<file path="config.mk">
export PLATFORM = sky130hd
export DESIGN_NAME = three_channel_timer_block_top_flat
export DESIGN_NICKNAME = d
export VERILOG_FILES = /design/src/rtl/tctb_pkg.sv /design/src/rtl/tctb_if.sv /design/src/rtl/three_channel_timer_block_top.sv /design/src/flat_wrapper.sv
export SDC_FILE = /design/constraint.sdc
export NUM_CORES = 1
export LEC_CHECK = 0
export BUFFER_PORTS_ARGS = -buffer_cell sky130_fd_sc_hd__buf_2
export CORE_MARGIN = 3
export CORE_UTILIZATION = 50
export DETAILED_ROUTE_END_ITERATION = 8
export GPL_TIMING_DRIVEN = 0
export PLACE_DENSITY = 0.71
export SETUP_SLACK_MARGIN = 0.15
export SLEW_MARGIN = 20
export SYNTH_ARGS = -nofsm -noshare
export SYNTH_HDL_FRONTEND = slang
export SYNTH_SLANG_ARGS = --single-unit
</file>
<file path="constraint.sdc">
create_clock -name clock -period 5.8 [get_ports clock]
set_clock_uncertainty 0.2 [all_clocks]
set_input_delay 0.29 -clock clock [delete_from_list [all_inputs] [get_ports clock]]
set_output_delay 0.29 -clock clock [all_outputs]
set_load 0.005 [all_outputs]
</file>
<file path="src/rtl/tctb_pkg.sv">
`timescale 1ns / 1ps
// Shared types and constants of the three-channel timer block.
package tctb_pkg;

   localparam int DATA_W     = 16;
   localparam int CHAN_W     = 2;
   localparam int SEL_W      = 2;
   localparam int OP_W       = 2;
   localparam int CHAN_COUNT = 3;
   localparam int PRESC_W    = 3;
   localparam int STEP_W     = DATA_W + 1;
   localparam int DIV_ITERS  = STEP_W;

   localparam int MODE_RESET_TGT_BIT = 3;
   localparam int MODE_IRQ_TGT_BIT   = 4;
   localparam int MODE_IRQ_OVF_BIT   = 5;
   localparam int MODE_CLK_LSB       = 8;
   localparam int MODE_FLAG_TGT_BIT  = 11;
   localparam int MODE_FLAG_OVF_BIT  = 12;

   localparam logic [CHAN_W-1:0] LINE_CHAN = 2'd1;
   localparam logic [CHAN_W-1:0] SLOW_CHAN = 2'd2;
   localparam logic [CHAN_W-1:0] LAST_CHAN = 2'd2;

   typedef enum logic [OP_W-1:0] {
      OP_CYCLE_TICK = 2'd0,
      OP_LINE_TICK  = 2'd1,
      OP_REG_READ   = 2'd2,
      OP_REG_WRITE  = 2'd3
   } op_type;

   typedef enum logic [SEL_W-1:0] {
      SEL_COUNT  = 2'd0,
      SEL_MODE   = 2'd1,
      SEL_TARGET = 2'd2
   } reg_sel_type;

endpackage

</file>
<file path="src/rtl/tctb_if.sv">
`timescale 1ns / 1ps
// Request and response channel interfaces of the timer block.
interface tctb_req_if import tctb_pkg::*; ();
   logic              valid;
   logic              ready;
   logic [OP_W-1:0]   op;
   logic [CHAN_W-1:0] channel;
   logic [SEL_W-1:0]  reg_select;
   logic [DATA_W-1:0] write_data;
   logic [DATA_W-1:0] cycles;

   modport source (output valid, op, channel, reg_select, write_data, cycles, input ready);
   modport sink (input valid, op, channel, reg_select, write_data, cycles, output ready);
endinterface

interface tctb_rsp_if import tctb_pkg::*; ();
   logic                  valid;
   logic                  ready;
   logic [DATA_W-1:0]     read_data;
   logic [CHAN_COUNT-1:0] irq_pulses;

   modport source (output valid, read_data, irq_pulses, input ready);
   modport sink (input valid, read_data, irq_pulses, output ready);
endinterface

</file>
<file path="src/rtl/three_channel_timer_block_top.sv">
`timescale 1ns / 1ps
// Three 16-bit timer channels with a shared sequencer and iterative remainder unit.
//
// Usage:
//   req_bus carries one operation per transfer: cycle tick, display-line tick,
//   register read or register write. rsp_bus returns exactly one transfer per
//   request: read_data for reads, irq_pulses for ticks, zeros otherwise.
//   req_bus.ready is high only while the sequencer is idle; one request is
//   worked on at a time.
// Sequence (request transfer to response valid):
//   register read/write: ST_REG, then ST_DONE.
//   tick: ST_LOAD and ST_EVAL for each channel in turn, plus ST_DIV for each channel
//   that wraps in reset-on-target mode (the remainder by the target runs through one
//   restoring subtract-and-compare unit, one quotient bit per cycle),
//   then ST_DONE.
// Requests do not overlap: the next one is taken only after the last has left ST_DONE.
// A finished response sits in an output register; a new request is taken
// while it waits, and the sequencer holds the next response until rsp_bus
// ready frees the register.
// Reset: synchronous, active high; clears all counters, modes, targets,
// prescale remainders and flags, and empties the output register.
module three_channel_timer_block_top import tctb_pkg::*; (
   input logic        clock,
   input logic        reset,
   tctb_req_if.sink   req_bus,
   tctb_rsp_if.source rsp_bus
);

   typedef enum logic [2:0] {
      ST_IDLE, ST_REG, ST_LOAD, ST_EVAL, ST_DIV, ST_DONE
   } state_type;

   state_type             state_ff;
   logic [OP_W-1:0]       op_ff;
   logic [CHAN_W-1:0]     ch_ff;
   logic [SEL_W-1:0]      sel_ff;
   logic [DATA_W-1:0]     wdata_ff;
   logic [DATA_W-1:0]     cycles_ff;

   logic [DATA_W-1:0]     count_ff  [CHAN_COUNT];
   logic [DATA_W-1:0]     mode_ff   [CHAN_COUNT];
   logic [DATA_W-1:0]     target_ff [CHAN_COUNT];
   logic [PRESC_W-1:0]    presc_ff  [CHAN_COUNT];
   logic [CHAN_COUNT-1:0] tflag_ff;
   logic [CHAN_COUNT-1:0] oflag_ff;

   logic [STEP_W-1:0]     steps_ff;
   logic [STEP_W-1:0]     first_ff;
   logic [STEP_W-1:0]     dist_ff;
   logic [STEP_W-1:0]     period_ff;
   logic [STEP_W-1:0]     dvd_ff;
   logic [DATA_W-1:0]     rem_ff;
   logic [4:0]            div_cnt_ff;
   logic [DATA_W-1:0]     rdata_ff;
   logic [CHAN_COUNT-1:0] irq_ff;

   logic                  rsp_valid_ff;
   logic [DATA_W-1:0]     rsp_rdata_ff;
   logic [CHAN_COUNT-1:0] rsp_irq_ff;

   logic [DATA_W-1:0]     cur_cnt, cur_mode, cur_tgt;
   logic [PRESC_W-1:0]    cur_presc;
   logic [1:0]            clk_sel;
   logic                  line_clk, slow_div, chan_valid;
   logic [STEP_W-1:0]     presc_total_in;
   logic [STEP_W-1:0]     steps_in;
   logic [PRESC_W-1:0]    presc_in;
   logic [STEP_W-1:0]     first_in;
   logic [DATA_W-1:0]     dist16;
   logic [STEP_W-1:0]     dist_in;
   logic [STEP_W:0]       total_in;
   logic [STEP_W-1:0]     rest_in;
   logic [STEP_W-1:0]     div_shift;
   logic                  div_ge;
   logic [DATA_W-1:0]     rem_in;
   logic                  req_fire;
   logic                  out_free;

   assign req_bus.ready     = (state_ff == ST_IDLE);
   assign req_fire          = req_bus.valid && req_bus.ready;
   assign out_free          = !rsp_valid_ff || rsp_bus.ready;
   assign rsp_bus.valid     = rsp_valid_ff;
   assign rsp_bus.read_data = rsp_rdata_ff;
   assign rsp_bus.irq_pulses = rsp_irq_ff;

   always_comb begin
      chan_valid = (ch_ff <= LAST_CHAN);
      cur_cnt    = count_ff[ch_ff];
      cur_mode   = mode_ff[ch_ff];
      cur_tgt    = target_ff[ch_ff];
      cur_presc  = presc_ff[ch_ff];
      clk_sel    = cur_mode[MODE_CLK_LSB +: 2];
      line_clk   = (ch_ff == LINE_CHAN) && clk_sel[0];
      slow_div   = (ch_ff == SLOW_CHAN) && clk_sel[1];

      presc_total_in = {{(STEP_W-PRESC_W){1'b0}}, cur_presc} + {1'b0, cycles_ff};
      if (op_ff == OP_CYCLE_TICK) begin
         if (line_clk) begin
            steps_in = '0;
            presc_in = cur_presc;
         end else if (slow_div) begin
            steps_in = presc_total_in >> PRESC_W;
            presc_in = presc_total_in[PRESC_W-1:0];
         end else begin
            steps_in = presc_total_in;
            presc_in = '0;
         end
      end else begin
         steps_in = line_clk ? STEP_W'(1) : '0;
         presc_in = cur_presc;
      end

      if (cur_tgt == '0)
         first_in = STEP_W'(1 << DATA_W) - {1'b0, cur_cnt};
      else if (cur_cnt < cur_tgt)
         first_in = {1'b0, cur_tgt - cur_cnt};
      else
         first_in = STEP_W'(1 << DATA_W) - {1'b0, cur_cnt} + {1'b0, cur_tgt};

      dist16  = cur_tgt - cur_cnt;
      dist_in = (dist16 == '0) ? STEP_W'(1 << DATA_W) : {1'b0, dist16};

      total_in = {2'b00, cur_cnt} + {1'b0, steps_ff};
      rest_in  = steps_ff - first_ff;

      div_shift = {rem_ff, dvd_ff[STEP_W-1]};
      div_ge    = (div_shift >= period_ff);
      rem_in    = div_ge ? DATA_W'(div_shift - period_ff) : div_shift[DATA_W-1:0];
   end

   always_ff @(posedge clock) begin
      if (reset) begin
         state_ff     <= ST_IDLE;
         rsp_valid_ff <= 1'b0;
         tflag_ff     <= '0;
         oflag_ff     <= '0;
         for (int i = 0; i < CHAN_COUNT; i++) begin
            count_ff[i]  <= '0;
            mode_ff[i]   <= '0;
            target_ff[i] <= '0;
            presc_ff[i]  <= '0;
         end
      end else begin
         if (state_ff == ST_DONE && out_free)
            rsp_valid_ff <= 1'b1;
         else if (rsp_bus.ready)
            rsp_valid_ff <= 1'b0;

         unique case (state_ff)
            ST_IDLE: begin
               if (req_fire) begin
                  op_ff     <= req_bus.op;
                  sel_ff    <= req_bus.reg_select;
                  wdata_ff  <= req_bus.write_data;
                  cycles_ff <= req_bus.cycles;
                  rdata_ff  <= '0;
                  irq_ff    <= '0;
                  if (req_bus.op == OP_REG_READ || req_bus.op == OP_REG_WRITE) begin
                     ch_ff    <= req_bus.channel;
                     state_ff <= ST_REG;
                  end else begin
                     ch_ff    <= '0;
                     state_ff <= ST_LOAD;
                  end
               end
            end

            ST_REG: begin
               if (chan_valid) begin
                  if (op_ff == OP_REG_READ) begin
                     unique case (sel_ff)
                        SEL_COUNT:  rdata_ff <= cur_cnt;
                        SEL_MODE: begin
                           rdata_ff <= cur_mode
                              | (DATA_W'(tflag_ff[ch_ff]) << MODE_FLAG_TGT_BIT)
                              | (DATA_W'(oflag_ff[ch_ff]) << MODE_FLAG_OVF_BIT);
                           tflag_ff[ch_ff] <= 1'b0;
                           oflag_ff[ch_ff] <= 1'b0;
                        end
                        SEL_TARGET: rdata_ff <= cur_tgt;
                        default:    rdata_ff <= '0;
                     endcase
                  end else begin
                     unique case (sel_ff)
                        SEL_COUNT:  count_ff[ch_ff] <= wdata_ff;
                        SEL_MODE: begin
                           mode_ff[ch_ff]  <= wdata_ff;
                           count_ff[ch_ff] <= '0;
                           presc_ff[ch_ff] <= '0;
                           tflag_ff[ch_ff] <= 1'b0;
                           oflag_ff[ch_ff] <= 1'b0;
                        end
                        SEL_TARGET: target_ff[ch_ff] <= wdata_ff;
                        default: ;
                     endcase
                  end
               end
               state_ff <= ST_DONE;
            end

            ST_LOAD: begin
               steps_ff        <= steps_in;
               first_ff        <= first_in;
               dist_ff         <= dist_in;
               presc_ff[ch_ff] <= presc_in;
               state_ff        <= ST_EVAL;
            end

            ST_EVAL: begin
               if (steps_ff != '0 && cur_mode[MODE_RESET_TGT_BIT] && steps_ff >= first_ff) begin
                  tflag_ff[ch_ff] <= 1'b1;
                  if (cur_mode[MODE_IRQ_TGT_BIT])
                     irq_ff[ch_ff] <= 1'b1;
                  dvd_ff     <= rest_in;
                  period_ff  <= (cur_tgt == '0) ? STEP_W'(1 << DATA_W) : {1'b0, cur_tgt};
                  rem_ff     <= '0;
                  div_cnt_ff <= '0;
                  state_ff   <= ST_DIV;
               end else begin
                  if (steps_ff != '0) begin
                     count_ff[ch_ff] <= total_in[DATA_W-1:0];
                     if (!cur_mode[MODE_RESET_TGT_BIT]) begin
                        if (steps_ff >= dist_ff)
                           tflag_ff[ch_ff] <= 1'b1;
                        if (total_in[STEP_W:DATA_W] != '0)
                           oflag_ff[ch_ff] <= 1'b1;
                        if ((steps_ff >= dist_ff && cur_mode[MODE_IRQ_TGT_BIT])
                            || (total_in[STEP_W:DATA_W] != '0 && cur_mode[MODE_IRQ_OVF_BIT]))
                           irq_ff[ch_ff] <= 1'b1;
                     end
                  end
                  if (ch_ff == LAST_CHAN) begin
                     state_ff <= ST_DONE;
                  end else begin
                     ch_ff    <= ch_ff + 2'd1;
                     state_ff <= ST_LOAD;
                  end
               end
            end

            ST_DIV: begin
               rem_ff     <= rem_in;
               dvd_ff     <= dvd_ff << 1;
               div_cnt_ff <= div_cnt_ff + 5'd1;
               if (div_cnt_ff == 5'(DIV_ITERS - 1)) begin
                  count_ff[ch_ff] <= rem_in;
                  if (ch_ff == LAST_CHAN) begin
                     state_ff <= ST_DONE;
                  end else begin
                     ch_ff    <= ch_ff + 2'd1;
                     state_ff <= ST_LOAD;
                  end
               end
            end

            ST_DONE: begin
               if (out_free) begin
                  rsp_rdata_ff <= rdata_ff;
                  rsp_irq_ff   <= irq_ff;
                  state_ff     <= ST_IDLE;
               end
            end

            default: state_ff <= ST_IDLE;
         endcase
      end
   end

`ifndef ASSERT_OFF
   a_busy_after_take: assert property (@(posedge clock) disable iff (reset)
      req_fire |=> !req_bus.ready)
      else $error("request taken while sequencer busy");

   a_rem_below_period: assert property (@(posedge clock) disable iff (reset)
      (state_ff == ST_DIV) |-> ({1'b0, rem_ff} < period_ff))
      else $error("partial remainder not below period");

   a_div_count_range: assert property (@(posedge clock) disable iff (reset)
      (state_ff == ST_DIV) |-> (div_cnt_ff < 5'(DIV_ITERS)))
      else $error("remainder iteration count out of range");

   a_tick_channel_valid: assert property (@(posedge clock) disable iff (reset)
      (state_ff == ST_LOAD || state_ff == ST_EVAL || state_ff == ST_DIV) |-> chan_valid)
      else $error("tick sequencer on invalid channel");

   a_rsp_from_done: assert property (@(posedge clock) disable iff (reset)
      $rose(rsp_valid_ff) |-> $past(state_ff == ST_DONE))
      else $error("response raised outside completion");
`endif

endmodule
</file>
<file path="src/flat_wrapper.sv">
// flat-port wrapper written by rule: the top's interface ports become plain ports
module three_channel_timer_block_top_flat import tctb_pkg::*;
  (clock, reset, req_bus_valid, req_bus_op, req_bus_channel, req_bus_reg_select, req_bus_write_data, req_bus_cycles, req_bus_ready, rsp_bus_valid, rsp_bus_read_data, rsp_bus_irq_pulses, rsp_bus_ready);
  tctb_req_if req_bus_i ();
  tctb_rsp_if rsp_bus_i ();
  input logic clock;
  input logic reset;
  input wire logic [$bits(req_bus_i.valid)-1:0] req_bus_valid;
  input wire logic [$bits(req_bus_i.op)-1:0] req_bus_op;
  input wire logic [$bits(req_bus_i.channel)-1:0] req_bus_channel;
  input wire logic [$bits(req_bus_i.reg_select)-1:0] req_bus_reg_select;
  input wire logic [$bits(req_bus_i.write_data)-1:0] req_bus_write_data;
  input wire logic [$bits(req_bus_i.cycles)-1:0] req_bus_cycles;
  output wire logic [$bits(req_bus_i.ready)-1:0] req_bus_ready;
  output wire logic [$bits(rsp_bus_i.valid)-1:0] rsp_bus_valid;
  output wire logic [$bits(rsp_bus_i.read_data)-1:0] rsp_bus_read_data;
  output wire logic [$bits(rsp_bus_i.irq_pulses)-1:0] rsp_bus_irq_pulses;
  input wire logic [$bits(rsp_bus_i.ready)-1:0] rsp_bus_ready;
  assign req_bus_i.valid = req_bus_valid;
  assign req_bus_i.op = req_bus_op;
  assign req_bus_i.channel = req_bus_channel;
  assign req_bus_i.reg_select = req_bus_reg_select;
  assign req_bus_i.write_data = req_bus_write_data;
  assign req_bus_i.cycles = req_bus_cycles;
  assign req_bus_ready = req_bus_i.ready;
  assign rsp_bus_valid = rsp_bus_i.valid;
  assign rsp_bus_read_data = rsp_bus_i.read_data;
  assign rsp_bus_irq_pulses = rsp_bus_i.irq_pulses;
  assign rsp_bus_i.ready = rsp_bus_ready;
  three_channel_timer_block_top u_core (.clock(clock), .reset(reset), .req_bus(req_bus_i), .rsp_bus(rsp_bus_i));
endmodule
</file>
======== Word-level counts from Yosys, hierarchy flattened ========
Memories as Yosys holds them, arrays and structs flattened. A register that Yosys moved wholly into a read port is not among the register bits.
Index checks and enable logic that the tools add are counted.
operators by class
  reductions and logical operators ........ 41
  order comparisons ....................... 7
  bitwise logic cells ..................... 13
  equal/unequal tests ..................... 29
  add/subtract/negate cells ............... 9
  multiplexer cells ....................... 117
operator list
  cell                                                                  count
  16-bit two-way mux                                                    11
  17-bit two-way mux                                                    8
  3-bit two-way mux                                                     28
  16-bit case mux with 2 select lines                                   2
  17-bit greater-or-equal comparator                                    3
  16-bit case mux with 3 select lines                                   1
  16-bit OR reduction                                                   3
  1-bit two-way mux                                                     42
  17-bit case mux with 2 select lines                                   1
  16-bit zero test                                                      2
  16-bit subtractor                                                     2
  2-bit two-way mux                                                     14
  16-bit by 17-bit adder with 18-bit output                             1
  3-bit case mux with 2 select lines                                    3
  3-bit case mux with 6 select lines                                    1
  17-bit by 16-bit adder with 17-bit output                             1
  3-bit by 16-bit adder with 17-bit output                              1
  17-bit nonzero test                                                   1
  17-bit by 16-bit subtractor with 17-bit output, first input constant  1
  17-bit subtractor                                                     1
  16-bit less-than comparator                                           1
  2-bit by 1-bit != test with 1-bit output, second input constant       8
  16-bit by 12-bit OR with 16-bit output                                1
  16-bit by 13-bit OR with 16-bit output                                1
  38 further kinds                                                      78
word-level totals
  memories kept ........................... 4
  bits in registers ....................... 192
  bits in writable memories ............... 153
  bits of input ports ..................... 42
memories
  memory            depth  width  rd ports  clocked after Yosys merged registers in  wr ports  RTL line                             source
  u_core.count_ff   3      16     1         1                                        3         three_channel_timer_block_top.sv:40  logic [DATA_W-1:0] count_ff [CHAN_COUNT];
  u_core.mode_ff    3      16     1         1                                        3         three_channel_timer_block_top.sv:41  logic [DATA_W-1:0] mode_ff [CHAN_COUNT];
  u_core.target_ff  3      16     1         1                                        3         three_channel_timer_block_top.sv:42  logic [DATA_W-1:0] target_ff [CHAN_COUNT];
  u_core.presc_ff   3      3      1         1                                        3         three_channel_timer_block_top.sv:43  logic [PRESC_W-1:0] presc_ff [CHAN_COUNT];

======== Logic depth before layout (Yosys ltp) ========
Gate-level depths: netlist (run 1).
  depth after elaboration ................. 12
  mapped depth ............................ 16
  gate-level depth less buffers ........... 14

======== Worst setup path after synthesis (run 1) ========
Ideal clock, no wire load.
  path type ............................... register to register
  start point ............................. register with a tool-made name
  end point ............................... register u_core.first_ff[15], data pin
  clock period less this slack ............ 4.245 ns
  library setup time ...................... 0.260 ns
  arrival time ............................ 3.786 ns
  path slack .............................. 1.555 ns
  required time ........................... 5.340 ns
  cell stages (with the launch flop) ...... 15
  cells stage by stage .................... dfxtp_1 > buf_6 > buf_6 > mux4_2 > nor4_4 > nand4_2 > or3_4 > xnor2_2 > ha_1 > nand2_1 > o311ai_0 > a41oi_1 > xnor2_1 > mux2_2 > mux2_2
RTL lines
  what                  RTL line                              source
  end signal, assigned  three_channel_timer_block_top.sv:203  first_ff <= first_in;
  end, declared         three_channel_timer_block_top.sv:48   logic [STEP_W-1:0] first_ff;

==> results.cfg, run 1 <==
[floorplanning]
dieArea_sq_mm = 0.0475
boundaryPins = 63
initial_core_util_pct = 50.7
die_h_um = 218
core_area_sq_mm = 0.0443
rows = 77
die_w_um = 218

[synthesis]
netlist_area_sq_mm = 0.0225
yosys_warnings = 0
yosys.area.top_type = edfxtp_1
synth.area.top_cells = edfxtp_1, mux4_2, ha_1
syn_area_per_cell_sq_um = 11.8
yosysTopAreaCellShare_pct = 51.6
postSynth.asyncResetShare_pct = 0
synth-edff-count = 386
ys_ff_latch = 398
seq_area_frac_synth_pct = 52.7
synthCells = 1899
synthFlopType = edfxtp_1
ys_types = 78

[clock_network]
cts_tree = yes
clock_sinks = 398
cts_root_buf = clkbuf_16
cts_made_buffers = 41
clock_latency_ns = 0.59
clk_pin_slew_ns = 0.06
cts_setup_buffers = 0
htree_levels = 2
clk_path_buf_depth = 3

[timing]
setup_tns_ns = 0
fmax_mhz = 186
rsz0062_at_grt = no
period_minus_slack_ns = 5.37
tightest_slew_ns = 1.04
relSlewSlack_pct = 29.7
slew_viol_final = 0
fin_crit_sh_pct = 92.7
hold_viol = 0
final-setup-viol-count = 0
setup_slack_ns = 0.426

[detailed_routing]
dr.pass1.iters = 6
drc = 0
via_per_inst = 6.11
drt_wl_total_um = 65900
drtAntennaViolNets = 0
num_vias = 16500
drt_iter0_markers = 1741
wl_per_cell_um = 24.4

[place]
port_buffers = 62
dp_hpwl_um = 49000
place.gp.congestion = 1.02
preCtsSetupSlack_ns = 0.501

[power]
p_sw_share_pct = 40.8
switchingPower_mw = 5.17
pwr-share-clk_pct = 20.7
p_leak_nw = 9.80
ir_drop_mv = 0.314
power_frac_comb_pct = 48.1
pwr-share-seq_pct = 31.2
p_int_mw = 7.51
powerDensity_mw_per_mm2 = 498

[global_routing]
grt_usage_pct = 27.7
grt_pass1_vias = 16000
grt_overflow = 0
antenna_found_initial = 3
grt_pass1_wl_um = 98200
grt_start_max_net_pins = 29

[finish]
area_delta_synth_final_pct = 13.5
diodes = 0
nets = 2237
drive_above_1_share_pct = 12.5
final_util_pct = 57.5
fillCellCount = 3675

[setup_path]
r2r_end = u_core.first_ff[9]$_DFFE_PP_
path_class = reg2reg
crit_path_end_kind = register
critPathRequiredTime_ns = 5.89
crit_arrival_ns = 5.47
cp_max_fo = 10
reg2reg_slack_ns = 0.43
reg2regPathDepth = 14
worst_setup_path_start_kind = register

[min_path]
hold_depth = 4
hold_end = u_core.state_ff[1]$_SDFFE_PP0P_
min_path_type = in2reg
min_from = req_bus_valid

[job]
maxCapViolations = 0

[run_status]
status = finished clean
[cell families (layout without fill, tap and decap cells)]
family          Yosys count  count (layout)  synth area share (%)
mux                     110             110                  8.70
buf+inv                 199             381                  3.48
flops                   398             398                  52.7
fa+ha+maj               115             115                  6.61
simple gates            600             600                  13.7
xor+xnor                 81              81                  3.19
other cells               1              32                0.0167
compound gates          395             395                  11.6
[area by class of cell]
type | count | area [sq um] | area share [%]
flip-flops and latches | 398 | 11800 | 46.4
multi-input cells | 1333 | 9990 | 39.2
clock buffers | 46 | 1040 | 4.10
repair buffers | 107 | 796 | 3.12
well taps | 592 | 741 | 2.91
inverters | 115 | 432 | 1.69
plain buffers | 84 | 349 | 1.37
clock inverters | 29 | 290 | 1.14
[synth_stat cells, drive strengths merged (11+ instances only)]
library cell and number:
a211oi 42, a21o 30, a21oi 126, a31oi 16
and2 58, and3 61, buf 27, clkbuf 57
dfxtp 12, edfxtp 386, ha 109, inv 115
mux2 11, mux2i 32, mux4 67, nand2 79
nand2b 18, nand3 28, nand4 19, nor2 196
nor2b 20, nor3 60, nor4 17, o211ai 11
o21a 15, o21ai 54, o21bai 11, o311ai 11
o31ai 18, or3 12, xnor2 58, xor2 23
[registers in the layout, indices dropped and copies added (netlist names), named ones only]
| signal | flops |
|---|---|
| u_core.target_ff | 64 |
| u_core.dvd_ff | 17 |
| u_core.div_cnt_ff | 5 |
| u_core.presc_ff | 12 |
| u_core.ch_ff | 2 |
| u_core.rem_ff | 16 |
| u_core.steps_ff | 17 |
| u_core.mode_ff | 64 |
| u_core.op_ff | 2 |
| u_core.state_ff | 3 |
| u_core.rsp_bus.irq_pulses | 3 |
| u_core.sel_ff | 2 |
| u_core.rdata_ff | 16 |
| u_core.period_ff | 17 |
| u_core.cycles_ff | 16 |
| u_core.irq_ff | 3 |
| u_core.count_ff | 64 |
| u_core.rsp_bus.read_data | 16 |
| u_core.dist_ff | 17 |
| u_core.wdata_ff | 16 |
| u_core.first_ff | 17 |
| u_core.rsp_bus.valid | 1 |
[per-layer routing]
metal  share of wire [%]  vias to the layer above  track usage (%)  routed length [um]
met5                   0                        -                0                   0
met4                 4.6                        0             11.8                3060
met3                 8.4                      162             5.32                5550
met2                  46                      801             43.8               30500
met1                  41                     8002             37.6               26800
li1                    -                     7545                -                   -
[how the worst max path moves through the flow]
stage / from / end / slack (ns) / depth (start not counted)
5_1_grt: register / u_core.first_ff[9]$_DFFE_PP_ / 0.21 / 14
6_report: register / u_core.first_ff[9]$_DFFE_PP_ / 0.43 / 14
4_1_cts: register / u_core.dist_ff[16]$_DFFE_PP_ / 0.48 / 13
3_5_place_dp: register / u_core.first_ff[10]$_DFFE_PP_ / 0.50 / 14
2_1_floorplan: register / u_core.first_ff[15]$_DFFE_PP_ / 1.55 / 14
3_3_place_gp: u_core.steps_ff[10]$_SDFFCE_PP0P_ / u_core.dvd_ff[6]$_DFFE_PP_ / -0.20 / 9
[layout by cell type (no fill, tap or decap), types with 28 or more instances in the layout]
cell and n:
clkbuf_1 62, a211oi_1 42, inv_1 114, and2_1 58
nor3_1 53, a21oi_1 122, mux4_2 67, o21ai_0 52
edfxtp_1 386, clkbuf_16 41, mux2i_1 32, xnor2_1 57
dlygate4sd3_1 37, nand2_1 77, nand3_1 28, buf_2 79
conb_1 32, a21o_1 30, and3_1 61, nor2_1 194
ha_1 109
[power groups by stage]
stage	combinational [mW]	sequential (mW)	clock, mW
3_3_place_gp	5.84	4.02	0
3_5_place_dp	5.95	4.01	0
2_1_floorplan	4.23	3.90	0
6_report	6.10	3.96	2.62
5_1_grt	6.61	3.98	2.77
4_1_cts	6.00	3.96	2.65
[stage by stage]
| step | cell area, sq um | power (mW) | instances | hold slack [ns] |
|---|---|---|---|---|
| finish | 25500 | 12.7 | 2704 | 0.0634 |
| global route | 25500 | 13.4 | 2704 | 0.0344 |
| CTS | 25500 | 12.6 | 2704 | 0.00711 |
| detailed placement | 23800 | 9.96 | 2592 | 0.205 |
| global placement | 23600 | 9.86 | 2584 | 0.206 |
| floorplan | 22600 | 8.13 | 1930 | 0.189 |
[worst max-delay path, stage by stage (launching register included)]
cell and delay [ns]:
dfxtp_1 0.61, buf_2 0.35, buf_2 0.40, buf_2 0.41, mux4_2 0.51, ha_1 0.29, a21o_1 0.18, a21oi_1 0.39
nor2_1 0.10, nor3_1 0.15, o31ai_1 0.16, a21oi_2 0.53, buf_2 0.42, mux2i_1 0.25, a21oi_1 0.11
[what timing repair did]
| item | CTS | global route |
|---|---|---|
| gates resized for setup | 0 | 0 |
| endpoints found under the setup margin | 0 | 0 |
| hold endpoints to repair | 37 | 0 |
| hold buffers | 37 | 0 |
Power figures use the tool's default switching activity.
==> run 2, diff against run 1 <==
clock period = 6.25 ns   (was 5.8 ns; I/O delays follow)
==> run 2 against run 1 <==
  * First-iteration DRC count grew 1.4%
  * Cell count is essentially flat
  * Sequential power shrank 7.3%
  * Global-route usage is essentially flat
  * Hold slack lost 0.020 ns
  * Clock power shrank 7%
  * Highest routed layer is now met5
  * Register-to-register slack gained 0.43 ns
  * Routed wire length shrank 0.24%
==> results.cfg, run 2 (synthesized netlist as in run 1, its figures left out) <==
[detailed_routing]
drtAntennaViolNets = 0
via_per_inst = 6.16
num_vias = 16600
drc = 0
drt_wl_total_um = 65800
drt_iter0_markers = 1765
wl_per_cell_um = 24.3
dr.pass1.iters = 5

[timing]
final-setup-viol-count = 0
setup_tns_ns = 0
rsz0062_at_grt = no
hold_viol = 0
fin_crit_sh_pct = 86.4
tightest_slew_ns = 1.08
fmax_mhz = 185
whs_ns = 0.0435
period_minus_slack_ns = 5.40
relSlewSlack_pct = 27.2
slew_viol_final = 0

[finish]
diodes = 0
area_delta_synth_final_pct = 13.4
fillCellCount = 3676
final_common_cell = edfxtp_1
fin_cells = 2703
drive_above_1_share_pct = 12.5
layout.cells.most_common_list = edfxtp_1, nor2_1, a21oi_1, inv_1, ha_1
nets = 2236
reg_top3 = u_core.count_ff: 64 flops, u_core.mode_ff: 64 flops, u_core.target_ff: 64 flops

[global_routing]
grt_util_met2_pct = 43.8
grt_pass1_wl_um = 98200
antenna_found_initial = 3
use_met3_pct = 5.36
grt-busiest-layer = met2
grt_overflow = 0
grt_usage_pct = 27.7
grt_use_met1_pct = 37.7
grt_start_max_net_pins = 29
grt_pass1_vias = 16000

[place]
port_buffers = 62
dp_hpwl_um = 49000
post-place-cells = 2592
place.gp.congestion = 1.02

[floorplanning]
die_h_um = 218
rows = 77
die_w_um = 218
boundaryPins = 63
dieArea_sq_mm = 0.0475
core_area_sq_mm = 0.0443
initial_core_util_pct = 50.7

[power]
fin_total_pwr_mw = 11.8
p_leak_nw = 9.79
powerDensity_mw_per_mm2 = 462
ir_drop_mv = 0.293

[run_status]
status = finished clean

[setup_path]
worst_setup_path_start_kind = register
path_class = reg2reg
crit_path_end_kind = register
critPathRequiredTime_ns = 6.34
crit_arrival_ns = 5.49
cp_max_fo = 10

[clock_network]
clk_pin_slew_ns = 0.06
cts_made_buffers = 41
htree_levels = 2
cts_root_buf = clkbuf_16
post_cts_resized = 0
clock_sinks = 398
cts_tree = yes
clk_path_buf_depth = 3
clock_latency_ns = 0.59

[job]
maxCapViolations = 0

[min_path]
min_path_type = in2reg
-- run 2: cell types whose count changed in the layout (fill, tap and decap cells not counted) --
cell           change
dlygate4sd3_1      -1
-- run 2: area by class of cell --
class	count	area (sq um)	share of cell area, %
well taps	592	741	2.91
inverters	115	432	1.70
flip-flops and latches	398	11800	46.5
multi-input cells	1333	9990	39.2
clock inverters	29	290	1.14
repair buffers	106	786	3.09
clock buffers	46	1040	4.10
plain buffers	84	349	1.37
-- run 2: final timing paths --
check                                                  startpoint                                      to  slack, ns  cells after the start
worst min-delay path                                rsp_bus_ready       u_core.rsp_bus.valid$_SDFFE_PP0P_       0.04                      3
worst min register to register  u_core.rdata_ff[12]$_SDFFCE_PP0P_  u_core.rsp_bus.read_data[12]$_DFFE_PP_       0.22                      0
worst max-delay path                                     register            u_core.first_ff[9]$_DFFE_PP_       0.85                     14
worst max register to register                           register            u_core.first_ff[9]$_DFFE_PP_       0.85                     14
-- run 2: where the power goes --
part | switching (mW) | leakage [nW] | internal (mW)
Clock | 1.09 | 0.649 | 1.35
Sequential | 0.206 | 3.84 | 3.47
Combinational | 3.51 | 5.31 | 2.14
Total | 4.80 | 9.79 | 6.97
-- run 2: metrics by stage --
step	utilization [%]	area [sq um]	setup slack [ns]
2_1_floorplan	-	22600	2.00
3_3_place_gp	53.3	23600	0.250
3_5_place_dp	53.6	23800	0.951
4_1_cts	57.5	25500	0.933
5_1_grt	57.5	25500	0.657
6_report	57.5	25500	0.853
-- run 2: layer usage --
layer,vias to the layer above,wire (um)
li1,7548,-
met1,8070,26600
met2,850,30300
met3,178,5680
met4,2,3160
met5,-,19
-- run 2: worst max-delay path, stage by stage, from the launching register on --
cell	delay, ns
dfxtp_1	0.62
buf_2	0.35
buf_2	0.40
buf_2	0.42
mux4_2	0.51
ha_1	0.29
a21o_1	0.18
a21oi_1	0.38
nor2_1	0.10
nor3_1	0.15
o31ai_1	0.15
a21oi_2	0.54
buf_2	0.42
mux2i_1	0.25
a21oi_1	0.11
-- run 2: what timing repair did --
action	CTS	global route
endpoints found under the hold margin	36	0
hold buffers	36	0
setup buffers	0	0
